===== config.mk =====
export PLATFORM = sky130hd
export DESIGN_NAME = arp_address_cache_top
export DESIGN_NICKNAME = d
export VERILOG_FILES = /design/src/hw/rtl/arpc_pkg.sv /design/src/hw/rtl/arpc_table.sv /design/src/hw/rtl/arpc_seq.sv /design/src/hw/rtl/arp_address_cache_top.sv
export SDC_FILE = /design/constraint.sdc
export NUM_CORES = 2
export LEC_CHECK = 0
export BUFFER_PORTS_ARGS = -buffer_cell sky130_fd_sc_hd__clkbuf_2
export CAP_MARGIN = 20
export CORE_ASPECT_RATIO = 1.2
export CORE_MARGIN = 5
export CORE_UTILIZATION = 61
export CTS_BUF_LIST = sky130_fd_sc_hd__clkbuf_4 sky130_fd_sc_hd__clkbuf_8
export DETAILED_ROUTE_END_ITERATION = 16
export PLACE_DENSITY = 0.8
export RECOVER_POWER = 100
export SETUP_SLACK_MARGIN = 0.3
export SLEW_MARGIN = 10
export SYNTH_ARGS = -nofsm -noshare
export SYNTH_HDL_FRONTEND = slang
export SYNTH_SLANG_ARGS = --single-unit

===== constraint.sdc =====
create_clock -name clock -period 18.22 [get_ports clock]
set_clock_uncertainty 0.1 [all_clocks]
set_input_delay 3.644 -clock clock [delete_from_list [all_inputs] [get_ports clock]]
set_output_delay 3.644 -clock clock [all_outputs]
set_load 0.1 [all_outputs]

===== src/hw/rtl/arpc_pkg.sv =====
package arpc_pkg;

   localparam int TABLE_DEPTH = 16;
   localparam int IDX_W       = (TABLE_DEPTH > 1) ? $clog2(TABLE_DEPTH) : 1;
   localparam int KEY_W       = 32;
   localparam int MAC_W       = 48;
   localparam int SLOT_W      = 4;

   localparam logic [KEY_W-1:0] BCAST_KEY = {KEY_W{1'b1}};
   localparam logic [MAC_W-1:0] BCAST_MAC = {MAC_W{1'b1}};

   typedef enum logic {
      KIND_LOOKUP = 1'b0,
      KIND_LEARN  = 1'b1
   } kind_type;

   typedef enum logic [2:0] {
      ACT_MISS      = 3'd0,
      ACT_HIT       = 3'd1,
      ACT_BCAST     = 3'd2,
      ACT_UPDATED   = 3'd3,
      ACT_INSERTED  = 3'd4,
      ACT_OVERWROTE = 3'd5
   } action_type;

   typedef enum logic {
      ST_IDLE,
      ST_SCAN
   } state_type;

   typedef struct packed {
      kind_type         kind;
      logic [KEY_W-1:0] ip_key;
      logic [MAC_W-1:0] mac_in;
   } req_type;

   typedef struct packed {
      logic              found;
      logic [MAC_W-1:0]  mac_out;
      logic [SLOT_W-1:0] slot;
      action_type        action;
   } rsp_type;

   // table write port
   typedef struct packed {
      logic             en;
      logic [IDX_W-1:0] addr;
      logic [KEY_W-1:0] key;
      logic [MAC_W-1:0] mac;
   } wr_type;

   // low bits of an entry index, zero-extended when the index is narrower
   function automatic logic [SLOT_W-1:0] slot_of(input logic [IDX_W-1:0] idx);
      logic [IDX_W+SLOT_W-1:0] wide;
      wide = {{SLOT_W{1'b0}}, idx};
      return wide[SLOT_W-1:0];
   endfunction

endpackage


===== src/hw/rtl/arpc_table.sv =====
module arpc_table (
   input  logic                      clock,
   input  logic                      reset,
   input  logic [arpc_pkg::IDX_W-1:0] rd_addr,
   input  arpc_pkg::wr_type          wr,
   output logic [arpc_pkg::KEY_W-1:0] rd_key_ff,
   output logic [arpc_pkg::MAC_W-1:0] rd_mac_ff,
   output logic [arpc_pkg::TABLE_DEPTH-1:0] valid_ff
);
   import arpc_pkg::*;

   logic [KEY_W-1:0] key_mem [TABLE_DEPTH];
   logic [MAC_W-1:0] mac_mem [TABLE_DEPTH];

   always_ff @(posedge clock) begin
      if (wr.en) begin
         key_mem[wr.addr] <= wr.key;
         mac_mem[wr.addr] <= wr.mac;
      end
      rd_key_ff <= key_mem[rd_addr];
      rd_mac_ff <= mac_mem[rd_addr];
   end

   // valid bits clear at reset, set by any write
   always_ff @(posedge clock) begin
      if (reset) begin
         valid_ff <= '0;
      end else if (wr.en) begin
         valid_ff[wr.addr] <= 1'b1;
      end
   end

endmodule


===== src/hw/rtl/arpc_seq.sv =====
module arpc_seq (
   input  logic                      clock,
   input  logic                      reset,
   input  logic                      start,
   output logic                      busy,
   input  arpc_pkg::req_type         req_item,
   output logic                      rsp_strobe,
   output arpc_pkg::rsp_type         rsp_item,
   output logic [arpc_pkg::IDX_W-1:0] rd_addr,
   output arpc_pkg::wr_type          wr,
   input  logic [arpc_pkg::KEY_W-1:0] rd_key,
   input  logic [arpc_pkg::MAC_W-1:0] rd_mac,
   input  logic [arpc_pkg::TABLE_DEPTH-1:0] valid
);
   import arpc_pkg::*;

   state_type        state_ff, state_in;
   req_type          req_ff, req_in;
   logic [IDX_W-1:0] idx_ff, idx_in;
   logic             free_found_ff, free_found_in;
   logic [IDX_W-1:0] free_idx_ff, free_idx_in;
   rsp_type          rsp_ff, rsp_in;
   logic             strobe_ff, strobe_in;

   logic hit;
   logic cur_free;
   logic last;

   // shared compare unit: one entry per cycle
   assign hit      = valid[idx_ff] && (rd_key == req_ff.ip_key);
   assign cur_free = !valid[idx_ff];
   assign last     = (idx_ff == IDX_W'(TABLE_DEPTH - 1));

   always_ff @(posedge clock) begin
      if (reset) begin
         state_ff  <= ST_IDLE;
         strobe_ff <= 1'b0;
      end else begin
         state_ff  <= state_in;
         strobe_ff <= strobe_in;
      end
      req_ff        <= req_in;
      idx_ff        <= idx_in;
      free_found_ff <= free_found_in;
      free_idx_ff   <= free_idx_in;
      rsp_ff        <= rsp_in;
   end

   always_comb begin
      state_in      = state_ff;
      req_in        = req_ff;
      idx_in        = idx_ff;
      free_found_in = free_found_ff;
      free_idx_in   = free_idx_ff;
      rsp_in        = rsp_ff;
      strobe_in     = 1'b0;
      rd_addr       = '0;
      wr            = '0;
      case (state_ff)
         ST_IDLE: begin
            if (start) begin
               req_in        = req_item;
               idx_in        = '0;
               free_found_in = 1'b0;
               state_in      = ST_SCAN;
            end
         end
         ST_SCAN: begin
            rd_addr = idx_ff + IDX_W'(1);
            idx_in  = idx_ff + IDX_W'(1);
            if (cur_free && !free_found_ff) begin
               free_found_in = 1'b1;
               free_idx_in   = idx_ff;
            end
            if (hit || last) begin
               state_in  = ST_IDLE;
               strobe_in = 1'b1;
               if (req_ff.kind == KIND_LOOKUP) begin
                  if (hit) begin
                     rsp_in = '{found: 1'b1, mac_out: rd_mac,
                                slot: slot_of(idx_ff), action: ACT_HIT};
                  end else if (req_ff.ip_key == BCAST_KEY) begin
                     rsp_in = '{found: 1'b1, mac_out: BCAST_MAC,
                                slot: '0, action: ACT_BCAST};
                  end else begin
                     rsp_in = '{found: 1'b0, mac_out: '0,
                                slot: '0, action: ACT_MISS};
                  end
               end else begin
                  // key rewrite is harmless on update: it equals the stored key
                  wr.en  = 1'b1;
                  wr.key = req_ff.ip_key;
                  wr.mac = req_ff.mac_in;
                  rsp_in = '{found: 1'b1, mac_out: '0,
                             slot: '0, action: ACT_OVERWROTE};
                  if (hit) begin
                     wr.addr       = idx_ff;
                     rsp_in.slot   = slot_of(idx_ff);
                     rsp_in.action = ACT_UPDATED;
                  end else if (free_found_ff) begin
                     wr.addr       = free_idx_ff;
                     rsp_in.slot   = slot_of(free_idx_ff);
                     rsp_in.action = ACT_INSERTED;
                  end else if (cur_free) begin
                     wr.addr       = idx_ff;
                     rsp_in.slot   = slot_of(idx_ff);
                     rsp_in.action = ACT_INSERTED;
                  end else begin
                     wr.addr = '0;
                  end
               end
            end
         end
         default: begin
            state_in = ST_IDLE;
         end
      endcase
   end

   assign busy       = (state_ff != ST_IDLE);
   assign rsp_strobe = strobe_ff;
   assign rsp_item   = rsp_ff;

endmodule


===== src/hw/rtl/arp_address_cache_top.sv =====
// ARP address cache: sixteen entries mapping an IPv4 key to a MAC address.
//
// Request channel: present req_item and raise start; the beat is taken on
// the rising edge where start is high and busy is low. busy then stays high
// until the item is finished. kind selects a lookup or a learn.
// Response channel: exactly one beat per request, shown on rsp_item for one
// cycle with rsp_strobe high. There is no back-pressure: the receiver must
// take the beat in that cycle.
// Timing: the shared key comparator walks the table one entry a cycle,
// behind a registered memory read. A request that hits entry i ends the
// scan at entry i; a miss or an insert scans all sixteen. The response
// appears on the cycle after the last scan cycle, and busy drops with it,
// so a new request can be taken then.
// A learn writes the table on the edge that ends the scan.
// Reset: synchronous, active high; clears all valid bits, the sequencer and
// the strobe. Keys and MACs are not cleared: an entry is used only once
// its valid bit is set.
module arp_address_cache_top (
   input  logic              clock,
   input  logic              reset,
   input  logic              start,
   output logic              busy,
   input  arpc_pkg::req_type req_item,
   output logic              rsp_strobe,
   output arpc_pkg::rsp_type rsp_item
);
   import arpc_pkg::*;

   logic [IDX_W-1:0]       rd_addr;
   wr_type                 wr;
   logic [KEY_W-1:0]       rd_key;
   logic [MAC_W-1:0]       rd_mac;
   logic [TABLE_DEPTH-1:0] valid;

   // sequencer and comparator: scan, pick the slot, issue the write
   arpc_seq u_seq (
      .clock      (clock),
      .reset      (reset),
      .start      (start),
      .busy       (busy),
      .req_item   (req_item),
      .rsp_strobe (rsp_strobe),
      .rsp_item   (rsp_item),
      .rd_addr    (rd_addr),
      .wr         (wr),
      .rd_key     (rd_key),
      .rd_mac     (rd_mac),
      .valid      (valid)
   );

   // entry storage: key and MAC memories, valid bits in flops
   arpc_table u_table (
      .clock     (clock),
      .reset     (reset),
      .rd_addr   (rd_addr),
      .wr        (wr),
      .rd_key_ff (rd_key),
      .rd_mac_ff (rd_mac),
      .valid_ff  (valid)
   );

endmodule


### Word-level counts from Yosys, hierarchy flattened

Memory sizes are Yosys's and may differ from the RTL's. A register that Yosys moved wholly into a read port is not among the register bits.
Index checks and enable logic that the tools add are counted.

| operators by class | value |
|---|---|
| add/sub/neg operators | 1 |
| magnitude comparators | 3 |
| eq/ne operators | 5 |
| mux-type cells | 28 |
| bitwise operators | 2 |
| reductions and logical operators | 12 |

Operators by type and width:

| operator | number |
|---|---|
| $mux 85 | 3 |
| $mux 56 | 1 |
| $mux 55 | 1 |
| $eq 32x32->1 | 1 |
| $eq 32x32->1 const B | 1 |
| $mux 7 | 4 |
| $mux 4 | 5 |
| $or 16x16->16 | 1 |
| $lt 4x5->1 const B | 2 |
| $mux 1 | 9 |
| $pmux 4 s2 | 1 |
| $reduce_and 2->1 | 4 |
| $add 4x1->4 const B | 1 |
| $bmux 1 s4 | 1 |
| $demux 1 s4 | 1 |
| $eq 4x4->1 const B | 1 |
| $ge 4x1->1 const B | 1 |
| $ne 2x2->1 const B | 2 |
| $pmux 1 s2 | 2 |
| $reduce_or 2->1 | 2 |
| $logic_and 1x1->1 | 3 |
| $logic_not 1->1 | 2 |
| $logic_or 1x1->1 | 1 |
| $not 1->1 | 1 |

| storage, ports and cells | value |
|---|---|
| bits in registers | 164 |
| bits in writable memories | 1280 |
| bits of input ports | 84 |
| output and inout port bits | 58 |
| logic and storage cells | 66 |
| memories kept | 2 |

Memory list:

| memory | depth | bits a word | rd ports | clocked after memory_dff | wr ports | RTL line | source |
|---|---|---|---|---|---|---|---|
| u_table.mac_mem | 16 | 48 | 1 | 1 | 1 | arpc_table.sv:13 | `logic [MAC_W-1:0] mac_mem [TABLE_DEPTH];` |
| u_table.key_mem | 16 | 32 | 1 | 1 | 1 | arpc_table.sv:12 | `logic [KEY_W-1:0] key_mem [TABLE_DEPTH];` |

### Longest topological paths before layout

| logic depth | value |
|---|---|
| depth after elaboration | 13 |
| mapped depth | 12 |
| mapped depth without buffers | 8 |

### Cells and area by module

From an unflattened synthesis, not the netlist that was laid out.

| unflattened totals | value |
|---|---|
| cells, all modules | 2517 |
| area total of the unflattened synthesis | 56235.2 um2 |

By module, submodules not included:

| module | times used | cells an instance | area an instance (um2) | sequential area each (um2) |
|---|---|---|---|---|
| arpc_table | 1 | 2113 | 49966.7 | 40358.7 |
| arpc_seq | 1 | 404 | 6268.5 | 4424.2 |

### Least setup slack after synthesis

No wires, ideal clock.

| path | value |
|---|---|
| path type | flip-flop to flip-flop |
| start point | register u_seq.idx_ff[0] |
| end point | memory u_table.key_mem[5][0], enable pin |
| library setup time | 616 ps |
| data arrival time | 7829 ps |
| data required time | 17504 ps |
| path slack | 9675 ps |
| cell stages (with the launch flop) | 12 |
| buffers on the path | 3 |
| period minus slack after synthesis | 8545 ps |
| cells stage by stage | edfxtp_1 -> buf_4 -> buf_6 -> mux2i_1 -> a221oi_2 -> o21bai_1 -> a211oi_2 -> nor2b_1 -> buf_2 -> a22o_1 -> or3_1 -> nor3_1 |

| between the ends | value |
|---|---|
| cells in the longest elaborated chain, start to end | 8 |
| elaborated cells on any way between the ends | 13 |
| those cells by class | 1 x eq/ne; 10 x mux; 2 x reduce/logical |

Ends and longest elaborated chain:

| item | RTL line | source |
|---|---|---|
| from (decl) | arpc_seq.sv:19 | `logic [IDX_W-1:0] idx_ff, idx_in;` |
| from (signal assigned) | arpc_seq.sv:43 | `idx_ff <= idx_in;` |
| $bmux 1 s4 | arpc_seq.sv:30, arpc_seq.sv:31 |  |
| $mux 1 (implied by the code) | arpc_seq.sv:30, arpc_seq.sv:31 |  |
| $mux 4 / $logic_and 1x1->1 (equally long branches) | arpc_seq.sv:104, arpc_seq.sv:30 |  |
| $mux 4 / $logic_or 1x1->1 (equally long branches) | arpc_seq.sv:100, arpc_seq.sv:75 |  |
| $mux 4 / $mux 85 (equally long branches) | arpc_seq.sv:96, arpc_seq.sv:75 |  |
| $mux 85 (on tied branches) | arpc_seq.sv:78, arpc_seq.sv:59 |  |
| $mux 85 * | arpc_seq.sv:75 | `if (hit \|\| last) begin` |
| $mux 85 * | arpc_seq.sv:59 | `case (state_ff)` |
| to (decl) | arpc_table.sv:12 |  |

Mark *: on every way between the ends. The rest lies on a longest branch, timed or not. The select of a mux whose other input is x is not followed.

### Worst setup path after layout

| path | value |
|---|---|
| start point | register u_seq.idx_ff[0] |
| end point | memory u_table.key_mem[4][1], enable pin |

The elaborated chain is that of the path after synthesis.

==> flow_summary.yaml <==
critical_path:
  crit_end: "u_table.key_mem[4][1]"
  r2r_end: "u_table.key_mem[4][1]"
  cp-startpoint: "u_seq.idx_ff[0]"
  cp_data_arrival_time_ps: 12240
  regToRegStartpoint: "u_seq.idx_ff[0]"
  reg2reg_slack_ps: 6210
  worstPathRequired_ps: 18450
  critical_path.endpoint_type: "flop"
  reg2reg_depth: 9
  critPathKind: "flop to flop"
  startpoint_type: "flop"
  crit_fanout: 71
timing:
  worst_pin_slew_ps: 4890
  fin_crit_sh_pct: 65.9
  fin_crit_ps: 12010
  rsz0062_at_grt: "false"
  finalHoldViolCount: 0
  slew_viol_final: 1470
  fmax_mhz: 83.3
  tns_ps: 0
  worst_slack_ps: 6210
  slew_headroom_pct: -226
  setup_violations: 0
cts:
  cts_tree: "built"
  hold_buffers: 0
  cts_buffer_depth: 3
  cts_htree_levels: 4
  clock_sinks: 1524
  cts_resized: 0
  clk_pin_slew_worst_paths_ps: 60
  cts_inserted_buffers: 214
  insertion_delay_ps: 890
  postCtsSetupBuffers: 0
  clock-root-buffer: "clkbuf_8"
grt:
  grt_usage_pct: 25.2
  grt_antenna_before_repair: 4
  met2_usage_pct: 41.8
  busiest_layer: "met2"
  grt_pass1_vias: 31736
  grt_overflow: 0
  grt_pass1_wl_microns: 194000
  grt_use_met3_pct: 4.45
  use_met1_pct: 34.6
  grt_max_degree: 209
cells_and_area:
  multiInputGateArea_sq_um: 12700
  nNetsFinal: 3681
  fin_cells: 5040
  synthToLayoutAreaGrowth_pct: 10.5
  fillers: 5973
  drive_gt1_share_pct: 14.1
  seq_area_sq_um: 44800
route:
  viasPerCell: 6.27
  drt_first_iter_violations: 3406
  first_pass_iters: 5
  final_antenna_net_count: 0
  wl_microns: 130000
  drc: 0
  wl_per_cell_microns: 25.8
  dr_total_vias: 31621
floorplanning:
  die_h_microns: 349
  placementRows: 124
  start_util_pct: 61.4
  core_area_sq_um: 95100
  dieArea_sq_um: 102000
  io_pins: 142
  die_w_microns: 292
synthesis:
  ys_async_sr_fraction_pct: 0
  synth_cell_type_count: 50
  yosysMostFrequentCell: "edfxtp_1"
  synthAdderAreaFrac_pct: 0.0214
  ys_ff_latch: 1524
  ys_warn_count: 0
  synth_area_leaders: "edfxtp_1, mux2i_1, dfxtp_1, mux4_2, a311oi_1"
  synth_commonest_cells: "edfxtp_1, nand2_1, mux2i_1"
  synthCells: 3412
  synth_xor_area_share_pct: 0.510
  synth_top_family_by_area: "multiplexers"
  synth-main-ff-cell: "edfxtp_1"
  yosysTopAreaCell: "edfxtp_1"
  ys_seq_area_share_pct: 76.7
  synthMuxAreaShare_pct: 8.72
  synth_compound_gate_area_share_pct: 6.34
  synth.avg_cell_area_sq_um: 17.1
  yosys.area_share.simple_pct: 6.16
  synth-edff-count: 1426
  syn_nets: 3497
  syn_area_sq_um: 58400
  yosysTopAreaCellShare_pct: 73.3
power:
  seq_power_share_pct: 55.6
  clkPwrFrac_pct: 39.6
  switchingPower_mw: 1.52
  power.density_nw_per_um2: 107
  p_int_mw: 5.40
  p_comb_share_pct: 4.9
  p_leak_nw: 23.6
  vdd_drop_max_mv: 0.0991
  swShare_pct: 22.0
placed_design:
  placed_cells: 4640
  io_buffers: 141
  gp_congestion: 0.861
  dp_hpwl_microns: 68900
  place_ws_ps: 11690
flow_run:
  cap_viol_max_count: 38
run_status:
  run_status: "finished, violations left"
  violations: "capacitance limit, slew limit"
hold_path:
  hp-class: "flop to flop"
-- cell usage in the layout, fill, tap and decap left out, types with 43 or more instances in the layout --
cell and instances:
edfxtp_1 1426, nand2_1 333, mux2i_1 324, clkbuf_8 231
nor2b_1 164, a211oi_1 161, a311oi_1 160, clkbuf_1 122
dfxtp_1 98, nor3_1 91, and2_0 84, mux4_2 82
a21oi_1 80, clkbuf_4 79, a21o_1 50, clkbuf_2 43
-- area by class of cell --
type,count,area share [%]
flip-flops and latches,1524,69.4
well taps,1260,2.44
diodes,2,0.00776
multi-input cells,1659,19.7
clock inverters,88,1.15
clock buffers,310,5.85
repair buffers,191,1.41
inverters,6,0.0524
-- flip-flops by register name, summed over array words and instances, names as in the netlist --
| name | flops |
|---|---|
| u_seq.free_idx_ff | 4 |
| u_table.mac_mem | 768 |
| u_table.rd_key_ff | 32 |
| u_seq.req_ff | 81 |
| u_seq.idx_ff | 4 |
| u_seq.free_found_ff | 1 |
| u_seq.rsp_strobe | 1 |
| u_table.rd_mac_ff | 48 |
| u_seq.rsp_item | 56 |
| u_seq.busy | 1 |
| u_table.key_mem | 512 |
| u_table.valid_ff | 16 |
-- through the flow --
stage                     total power, mW  instance area [sq um]  hold WS, ps  util [%]
after floorplan                      4.14                  58400          320         -
after global placement               4.24                  60400          337      63.5
after detailed placement             4.25                  60400          347      63.5
after CTS                            6.95                  64900          365      68.2
after global routing                 7.13                  64500          392      67.8
final                                6.91                  64500          367      67.8
-- how the worst min path moves through the flow --
stage | startpoint | to | slack, ps | cells after the start
after floorplan | u_table.valid_ff[12] | u_table.valid_ff[12] | 320 | 2
after global placement | u_table.valid_ff[12] | u_table.valid_ff[12] | 340 | 2
after detailed placement | u_table.valid_ff[8] | u_table.valid_ff[8] | 350 | 2
after CTS | u_table.valid_ff[10] | u_table.valid_ff[10] | 360 | 1
after global routing | u_table.valid_ff[6] | u_table.valid_ff[6] | 390 | 1
final | u_table.valid_ff[10] | u_table.valid_ff[10] | 370 | 1
-- power groups by stage --
| stage | clock network [mW] | registers (mW) | logic (mW) |
|---|---|---|---|
| floorplan | 0 | 3.91 | 0.231 |
| global placement | 0 | 3.91 | 0.331 |
| detailed placement | 0 | 3.91 | 0.335 |
| CTS | 2.77 | 3.84 | 0.337 |
| global route | 2.93 | 3.84 | 0.356 |
| finish | 2.74 | 3.84 | 0.336 |
-- routing by layer --
metal,vias to the layer above,wire length (microns)
li1,13805,-
met1,15943,49900
met2,1639,64500
met3,234,12100
met4,0,3760
met5,-,0
-- cells by family after synthesis --
family,count (synthesis)
buf+inv,229
compound gates,486
mux,406
flops,1524
fa+ha+maj,1
simple gates,732
xor+xnor,34
-- critical path, stage by stage (launching register included) --
cell	delay (ps)
edfxtp_1	340
clkbuf_1	2530
mux4_2	600
a22oi_1	120
a211oi_1	1210
nor2b_1	430
a22o_1	360
or3_1	390
nor2_1	1740
clkbuf_1	3540
No activity file was read; power rests on OpenSTA's default activity.
